==> config.mk <==
export PLATFORM = sky130hd
export DESIGN_NAME = microwire_eeprom_loader_unit
export DESIGN_NICKNAME = d
export VERILOG_FILES = /design/src/rtl/mwl_pkg.sv /design/src/rtl/mwl_seq.sv /design/src/rtl/microwire_eeprom_loader_unit.sv
export VERILOG_INCLUDE_DIRS = /design/src /design/src/rtl
export SDC_FILE = /design/constraint.sdc
export NUM_CORES = 1
export LEC_CHECK = 0
export BUFFER_PORTS_ARGS = -buffer_cell sky130_fd_sc_hd__clkbuf_2
export CAP_MARGIN = 40
export CORE_UTILIZATION = 60
export DETAILED_ROUTE_END_ITERATION = 16
export PLACE_DENSITY = 0.88
export SYNTH_ARGS = -nofsm -noshare
export SYNTH_HDL_FRONTEND = slang
export SYNTH_SLANG_ARGS = --single-unit
==> constraint.sdc <==
create_clock -name clk -period 8.32 [get_ports clk]
set_input_delay 1.664 -clock clk [delete_from_list [all_inputs] [get_ports clk]]
set_output_delay 1.664 -clock clk [all_outputs]
set_load 0.01 [all_outputs]
==> src/rtl/assert_macros.svh <==
// Assertion helpers shared by the loader RTL.
`ifndef ASSERT_MACROS_SVH
`define ASSERT_MACROS_SVH

// Check on every clock edge outside reset.
`define MWL_ASSERT(lbl, prop, msg) \
  lbl: assert property (@(posedge clk) disable iff (rst) (prop)) else $error(msg);

// Check on every clock edge, reset included.
`define MWL_ASSERT_ALWAYS(lbl, prop, msg) \
  lbl: assert property (@(posedge clk) (prop)) else $error(msg);

`endif

==> src/rtl/mwl_pkg.sv <==
`timescale 1ns / 1ps
// ----------------------------------------------------------------------------
// Microwire EEPROM loader package
// Shared types, constants and helpers for the loader sequencer and top level.
// ----------------------------------------------------------------------------
package mwl_pkg;

  localparam int DEF_WORD_COUNT    = 64;
  localparam int DEF_MAX_ADDR_BITS = 8;

  localparam int WORD_W    = 16;
  localparam int INDEX_W   = 6;
  localparam int ABITS_W   = 4;
  localparam int BIT_CNT_W = 5;

  localparam logic [WORD_W-1:0] CHECKSUM_RESET = 16'hBABA;

  // Last opcode bit position (opcode is three bits: 1,1,0)
  localparam logic [BIT_CNT_W-1:0] OPCODE_LAST = 5'd2;
  localparam logic [BIT_CNT_W-1:0] DATA_LAST   = 5'd15;

  typedef enum logic [2:0] {
    PH_IDLE,
    PH_SZ_OP,
    PH_SZ_ADDR,
    PH_GAP,
    PH_RD_OP,
    PH_RD_ADDR,
    PH_RD_DATA
  } phase_t;

  typedef struct packed {
    logic [ABITS_W-1:0] address_bits;
    logic               checksum_ok;
    logic               done_res;
    logic [WORD_W-1:0]  word_value;
    logic [INDEX_W-1:0] word_index;
    logic               word_valid;
    logic               data_in_bit;
    logic               chip_select;
  } result_t;

  // READ opcode bit k, sent first to last
  function automatic logic opcode_bit(input logic [BIT_CNT_W-1:0] k);
    return (k < 5'd2);
  endfunction

endpackage

==> src/rtl/mwl_seq.sv <==
`timescale 1ns / 1ps
// ----------------------------------------------------------------------------
// Microwire EEPROM loader sequencer
// Serial-period state machine: sizes the address, then reads every word.
// ----------------------------------------------------------------------------
`include "assert_macros.svh"

module mwl_seq #(
  parameter int WORD_COUNT    = mwl_pkg::DEF_WORD_COUNT,
  parameter int MAX_ADDR_BITS = mwl_pkg::DEF_MAX_ADDR_BITS
) (
  input  logic                          clk,
  input  logic                          rst,
  input  logic                          step,
  input  logic                          start_req,
  input  logic                          data_out_bit,
  input  logic [mwl_pkg::WORD_W-1:0]    checksum_target,
  output mwl_pkg::result_t              res
);
  import mwl_pkg::*;

  localparam int WA_W = $clog2(WORD_COUNT + 1);
  localparam int AW_W = $clog2(MAX_ADDR_BITS + 1);

  phase_t               phase, phase_next;
  logic [BIT_CNT_W-1:0] bit_count, bit_count_next;
  logic [AW_W-1:0]      addr_width, addr_width_next;
  logic [WA_W-1:0]      word_addr, word_addr_next;
  logic [WORD_W-1:0]    shift_word, shift_word_next;
  logic [WORD_W-1:0]    running_sum, running_sum_next;
  logic                 finished, finished_next;

  logic [BIT_CNT_W-1:0] aw_ext;
  logic [BIT_CNT_W-1:0] rd_msb;
  logic [WORD_W-1:0]    wa_ext;
  logic [WA_W-1:0]      wa_inc;
  logic [WORD_W-1:0]    shift_in;

  always_ff @(posedge clk) begin
    if (rst) begin
      phase       <= PH_IDLE;
      bit_count   <= '0;
      addr_width  <= '0;
      word_addr   <= '0;
      shift_word  <= '0;
      running_sum <= '0;
      finished    <= 1'b0;
    end else if (step) begin
      phase       <= phase_next;
      bit_count   <= bit_count_next;
      addr_width  <= addr_width_next;
      word_addr   <= word_addr_next;
      shift_word  <= shift_word_next;
      running_sum <= running_sum_next;
      finished    <= finished_next;
    end
  end

  assign aw_ext   = BIT_CNT_W'(addr_width);
  assign rd_msb   = (aw_ext - 5'd1) & 5'd15;
  assign wa_ext   = WORD_W'(word_addr);
  assign wa_inc   = word_addr + 1'b1;
  assign shift_in = {shift_word[WORD_W-2:0], data_out_bit};

  always_comb begin
    phase_next       = phase;
    bit_count_next   = bit_count;
    addr_width_next  = addr_width;
    word_addr_next   = word_addr;
    shift_word_next  = shift_word;
    running_sum_next = running_sum;
    finished_next    = finished;
    res              = '0;

    case (phase)
      PH_IDLE: begin
        if (start_req) begin
          running_sum_next = '0;
          finished_next    = 1'b0;
          addr_width_next  = '0;
          word_addr_next   = '0;
          shift_word_next  = '0;
          phase_next       = PH_SZ_OP;
          bit_count_next   = '0;
          res.chip_select  = 1'b1;
          res.data_in_bit  = opcode_bit('0);
        end
      end
      PH_SZ_OP: begin
        res.chip_select = 1'b1;
        if (bit_count < OPCODE_LAST) begin
          bit_count_next  = bit_count + 1'b1;
          res.data_in_bit = opcode_bit(bit_count + 1'b1);
        end else begin
          phase_next     = PH_SZ_ADDR;
          bit_count_next = 5'd1;
        end
      end
      PH_SZ_ADDR: begin
        // Stop at the dummy zero or at the widest supported address
        if (!data_out_bit || bit_count >= BIT_CNT_W'(MAX_ADDR_BITS)) begin
          addr_width_next = AW_W'(bit_count);
          phase_next      = PH_GAP;
          bit_count_next  = '0;
        end else begin
          bit_count_next  = bit_count + 1'b1;
          res.chip_select = 1'b1;
        end
      end
      PH_GAP: begin
        phase_next      = PH_RD_OP;
        bit_count_next  = '0;
        res.chip_select = 1'b1;
        res.data_in_bit = opcode_bit('0);
      end
      PH_RD_OP: begin
        res.chip_select = 1'b1;
        if (bit_count < OPCODE_LAST) begin
          bit_count_next  = bit_count + 1'b1;
          res.data_in_bit = opcode_bit(bit_count + 1'b1);
        end else begin
          phase_next      = PH_RD_ADDR;
          bit_count_next  = rd_msb;
          res.data_in_bit = wa_ext[rd_msb[3:0]];
        end
      end
      PH_RD_ADDR: begin
        res.chip_select = 1'b1;
        if (bit_count != '0) begin
          bit_count_next  = bit_count - 1'b1;
          res.data_in_bit = wa_ext[4'(bit_count - 1'b1)];
        end else begin
          phase_next      = PH_RD_DATA;
          shift_word_next = '0;
        end
      end
      PH_RD_DATA: begin
        shift_word_next = shift_in;
        if (bit_count < DATA_LAST) begin
          bit_count_next  = bit_count + 1'b1;
          res.chip_select = 1'b1;
        end else begin
          res.word_valid   = 1'b1;
          res.word_index   = INDEX_W'(word_addr);
          res.word_value   = shift_in;
          running_sum_next = running_sum + shift_in;
          word_addr_next   = wa_inc;
          bit_count_next   = '0;
          if (wa_inc >= WA_W'(WORD_COUNT)) begin
            finished_next = 1'b1;
            phase_next    = PH_IDLE;
          end else begin
            phase_next = PH_GAP;
          end
        end
      end
      default: begin
        phase_next     = PH_IDLE;
        bit_count_next = '0;
      end
    endcase

    res.done_res     = finished_next;
    res.checksum_ok  = finished_next && (running_sum_next == checksum_target);
    res.address_bits = ABITS_W'(addr_width_next);
  end

  `MWL_ASSERT(a_word_at_last_bit,
    res.word_valid |-> (phase == PH_RD_DATA) && (bit_count == DATA_LAST),
    "word completed outside the last data bit")
  `MWL_ASSERT(a_addr_count_range,
    (phase == PH_RD_ADDR) |-> !bit_count[BIT_CNT_W-1],
    "address bit counter out of range")
  `MWL_ASSERT_ALWAYS(a_finished_idle,
    finished |-> (phase == PH_IDLE),
    "load marked finished while sequencer busy")

endmodule

==> src/rtl/microwire_eeprom_loader_unit.sv <==
`timescale 1ns / 1ps
// ----------------------------------------------------------------------------
// Microwire EEPROM loader
// Steps a Microwire serial EEPROM one period per request and unloads it.
// ----------------------------------------------------------------------------
// Usage:
//   Each request on s_axis is one serial clock period: it carries start_req
//   and the EEPROM data-out level sampled in the period driven by the last
//   result. Every request yields exactly one result on m_axis with chip
//   select and data-in for the next period, plus the word, done and
//   checksum status.
//   Each result is registered: a request taken is offered as a result in the
//   cycle after. One request is taken per cycle unless m_axis back-pressure
//   holds the result register; the sequencer does a fixed amount of work per period.
//   The result register holds while m_axis_tready is low; s_axis_tready
//   stays high as long as that register is empty or is being drained.
//   Reset idles the sequencer, clears the sum, width and done flag, empties
//   the result register and loads the checksum target with 0xBABA.
//   Write cfg_wdata with cfg_we only while the block is idle.
// ----------------------------------------------------------------------------
`include "assert_macros.svh"

module microwire_eeprom_loader_unit #(
  parameter int WORD_COUNT    = mwl_pkg::DEF_WORD_COUNT,
  parameter int MAX_ADDR_BITS = mwl_pkg::DEF_MAX_ADDR_BITS
) (
  input  logic                       clk,
  input  logic                       rst,
  input  logic                       s_axis_tvalid,
  output logic                       s_axis_tready,
  // [0] start_req, [1] data_out_bit, [7:2] zero
  input  logic [7:0]                 s_axis_tdata,
  output logic                       m_axis_tvalid,
  input  logic                       m_axis_tready,
  // [0] chip_select, [1] data_in_bit, [2] word_valid, [8:3] word_index,
  // [24:9] word_value, [25] done_res, [26] checksum_ok, [30:27] address_bits,
  // [31] zero
  output logic [31:0]                m_axis_tdata,
  input  logic                       cfg_we,
  input  logic [mwl_pkg::WORD_W-1:0] cfg_wdata
);
  import mwl_pkg::*;

  logic [WORD_W-1:0] checksum_target;
  logic              out_valid;
  result_t           out_data;
  result_t           seq_res;
  logic              accept;

  assign s_axis_tready = !out_valid || m_axis_tready;
  assign accept        = s_axis_tvalid && s_axis_tready;

  always_ff @(posedge clk) begin
    if (rst) begin
      checksum_target <= CHECKSUM_RESET;
    end else if (cfg_we) begin
      checksum_target <= cfg_wdata;
    end
  end

  mwl_seq #(
    .WORD_COUNT    (WORD_COUNT),
    .MAX_ADDR_BITS (MAX_ADDR_BITS)
  ) u_seq (
    .clk             (clk),
    .rst             (rst),
    .step            (accept),
    .start_req       (s_axis_tdata[0]),
    .data_out_bit    (s_axis_tdata[1]),
    .checksum_target (checksum_target),
    .res             (seq_res)
  );

  // Result register: load on a request, drop once taken
  always_ff @(posedge clk) begin
    if (rst) begin
      out_valid <= 1'b0;
    end else if (accept) begin
      out_valid <= 1'b1;
    end else if (m_axis_tready) begin
      out_valid <= 1'b0;
    end
  end

  always_ff @(posedge clk) begin
    if (accept) begin
      out_data <= seq_res;
    end
  end

  assign m_axis_tvalid = out_valid;
  assign m_axis_tdata  = {1'b0, out_data};

  `MWL_ASSERT(a_accept_fills,
    accept |=> m_axis_tvalid,
    "request taken but no result offered")
  `MWL_ASSERT(a_di_needs_cs,
    (m_axis_tvalid && !m_axis_tdata[0]) |-> !m_axis_tdata[1],
    "data-in driven with chip select low")
  `MWL_ASSERT(a_ok_needs_done,
    (m_axis_tvalid && m_axis_tdata[26]) |-> m_axis_tdata[25],
    "checksum status without done")

endmodule
==> flow_metrics.tcl <==
set metrics [dict create \
    fin_nets 779 \
    cts_buffers 9 \
    path_clk_slew_ps 110 \
    initial_core_util 0.619 \
    end_kind "register" \
    timing.fmax_mhz 222 \
    wl_per_cell_um 18.6 \
    wirelength_mm 16.1 \
    tns_ps 0 \
    crit_slowest_cell "or4_1" \
    antenna_cells 0 \
    htreeDepth 3 \
    die_x_um 102 \
    maxCapViolCount 0 \
    fin_worst_skew_ps 14.3 \
    holdWs_ps 494 \
    cts_setup_buffers 0 \
    grt.total_usage 0.326 \
    drt-pass1-iter-count 5 \
    finalMaxSlewViolations 0 \
    rrSetupSlack_ps 4650 \
    overflow 0 \
    die-area_um2 10400 \
    cts_buffer_depth 2 \
    grt_pass1_wl_mm 25.7 \
    p_leak_uw 0.00254 \
    ys_ff_latch 99 \
    synthToLayoutAreaGrowth_pct 6.94 \
    crit_path_max_fanout 5 \
    r2r_end "m_axis_tdata[26]" \
    syn_nets 755 \
    criticalPathCategory "in2reg" \
    post_synth_num_cell_types 82 \
    startpoint_type "primary input" \
    cts-root-buf "clkbuf_8" \
    async_flop_share 0 \
    place_ws_ps 3420 \
    maxSlewHeadroom 0.381 \
    min_period_over_period 0.542 \
    cts_tree "yes" \
    ys.flop_type "dfxtp_1" \
    min_to "u_seq.shift_word[2]" \
    grt_max_degree 53 \
    power_uw 913 \
    hp-start "u_seq.shift_word[2]" \
    yosys-top-cells-count "nand2_1, dfxtp_1, nor2_1, a21oi_1, o21ai_0" \
    postSynthAreaPerCell_um2 8.54 \
    syn_area_um2 6020 \
    antenna_found_initial 1 \
    yosysMostFrequentCell "nand2_1" \
    instances_no_fill 867 \
    insertion_delay_ps 400 \
    fin_ws_ps 3810 \
    ys_warn_count 0 \
    vdd_drop_max_v 0.000145 \
    drtIter0Drc 520 \
    cts_resized 0 \
    tightestPinTransition_ps 925 \
    die-height_um 102 \
    postRouteAntennaNets 0 \
    core_area_um2 9730 \
    vias 5452 \
    cts_sinks 99 \
    grt_pass1_vias 4906 \
    power_density_nw_per_um2 142 \
    dp_cells 851 \
    fillers 841 \
    synth_edf_count 31 \
    ff2ff_path_depth 10 \
    finalHoldViolations 0 \
    crit_chain "clkbuf_2, ha_1, inv_1, fa_1, and2b_2, o2111ai_1, a2111oi_2, nor3_1, nor3b_1, or4_1, nor4_1, nand4_1, nor3_2" \
    gp_congestion 0.934 \
    port_buffers 55 \
    rsz0062_at_grt "no" \
    r2r-start "u_seq.phase[0]" \
    rows 36 \
    setup_viol 0 \
    ys_top_cells_by_area "dfxtp_1, edfxtp_1, nand2_1, a21oi_1, nor2_1" \
    yosys.area.top_type_share 0.226 \
    slowest_delay_ps 420 \
    synth_top_area_cell "dfxtp_1" \
    required_ps 8560 \
    synthCells 705 \
    period_needed_ps 4510 \
    status "completed" \
    ys_seq_area_frac 0.381 \
    hold_path_class "reg2reg" \
    whs_path_depth 2 \
    boundaryPins 63 \
    hpwl_mm 11.7 \
    postCtsHoldBufs 0 \
    critPathArrivalTime_ps 4750 \
    final_layout_size_suffix_gt1_frac 0.136 \
    vias_per_cell 6.29 \
    drc_errors 0 \
]
-- flip-flops by register name (all words and copies together), names as in the netlist --
signal             flops
checksum_target       16
u_seq.phase            3
u_seq.bit_count        5
u_seq.addr_width       4
m_axis_tvalid          1
u_seq.shift_word      15
u_seq.running_sum     16
u_seq.word_addr        7
m_axis_tdata          31
u_seq.finished         1
-- how the worst max path moves through the flow --
stage / from / endpoint / cells past startpoint / slack (ps)
3_3_place_gp: s_axis_tdata[1] / m_axis_tdata[26] / 13 / 3480
5_1_grt: s_axis_tdata[1] / m_axis_tdata[26] / 13 / 3630
4_1_cts: s_axis_tdata[1] / m_axis_tdata[26] / 13 / 3840
6_report: s_axis_tdata[1] / m_axis_tdata[26] / 13 / 3810
3_5_place_dp: s_axis_tdata[1] / m_axis_tdata[26] / 13 / 3420
2_1_floorplan: s_axis_tdata[1] / m_axis_tdata[26] / 12 / 4060
-- layout make-up --
class	count	area, um2	share of cell area
inverter	25	108	0.0167
multi-input combinational	535	3390	0.527
timing repair buffer	59	305	0.0474
sequential	99	2290	0.356
clock inverter	6	50.0	0.00777
tap	133	166	0.0258
clock buffer	10	128	0.0198
-- layout by cell type, fill, tap and decap left out, types with 5 or more instances in the layout --
cell,count
or3_1,5
a31oi_1,11
and3_1,23
o21a_1,5
nand3_1,26
clkbuf_2,55
xor2_1,14
edfxtp_1,31
nand2_1,86
nor3_1,18
nand4_1,6
o211ai_1,5
a22oi_1,17
inv_1,23
nand2b_1,10
a21oi_1,54
nor3b_1,6
nor2_1,68
nor4_1,7
dfxtp_1,68
xnor2_1,14
o21ai_0,33
ha_1,20
a211oi_1,5
a21o_1,6
mux2i_1,16
clkbuf_8,9
o2111ai_1,5
-- critical path: cells and delay by family --
family / cells / cell delay (ps)
simple gates: 7 / 1720
compound gates: 2 / 550
buf+inv: 2 / 230
fa+ha+maj: 2 / 580
-- kinds of logic after synthesis --
kind of cell / after synthesis / synth area share
simple gates: 278 / 0.225
mux: 21 / 0.0397
flops: 99 / 0.381
xor+xnor: 28 / 0.0407
buf+inv: 71 / 0.0563
other cells: 1 / 0.000623
fa+ha+maj: 21 / 0.0449
compound gates: 186 / 0.212
-- report_power, final --
group | switching (uW) | total, uW | internal (uW) | leakage, uW
Sequential | 13.0 | 525 | 512 | 0.000862
Clock | 183 | 295 | 112 | 0.0000823
Combinational | 60.8 | 92.7 | 31.9 | 0.00160
Total | 256 | 913 | 656 | 0.00254
-- through the flow --
step / cell area, um2 / util
after global placement: 6250 / 0.643
final: 6440 / 0.662
after CTS: 6440 / 0.662
after global routing: 6440 / 0.662
after floorplan: 6020 / -
after detailed placement: 6260 / 0.644
-- layer usage --
layer  GRT usage  vias to the layer above  share of wire
met2       0.492                      257           0.44
met3      0.0568                       29          0.082
met4      0.0978                        2          0.016
met5           0                        -        0.00081
met1       0.474                     2559           0.46
li1            -                     2605              -
Power figures use the tool's default switching activity.
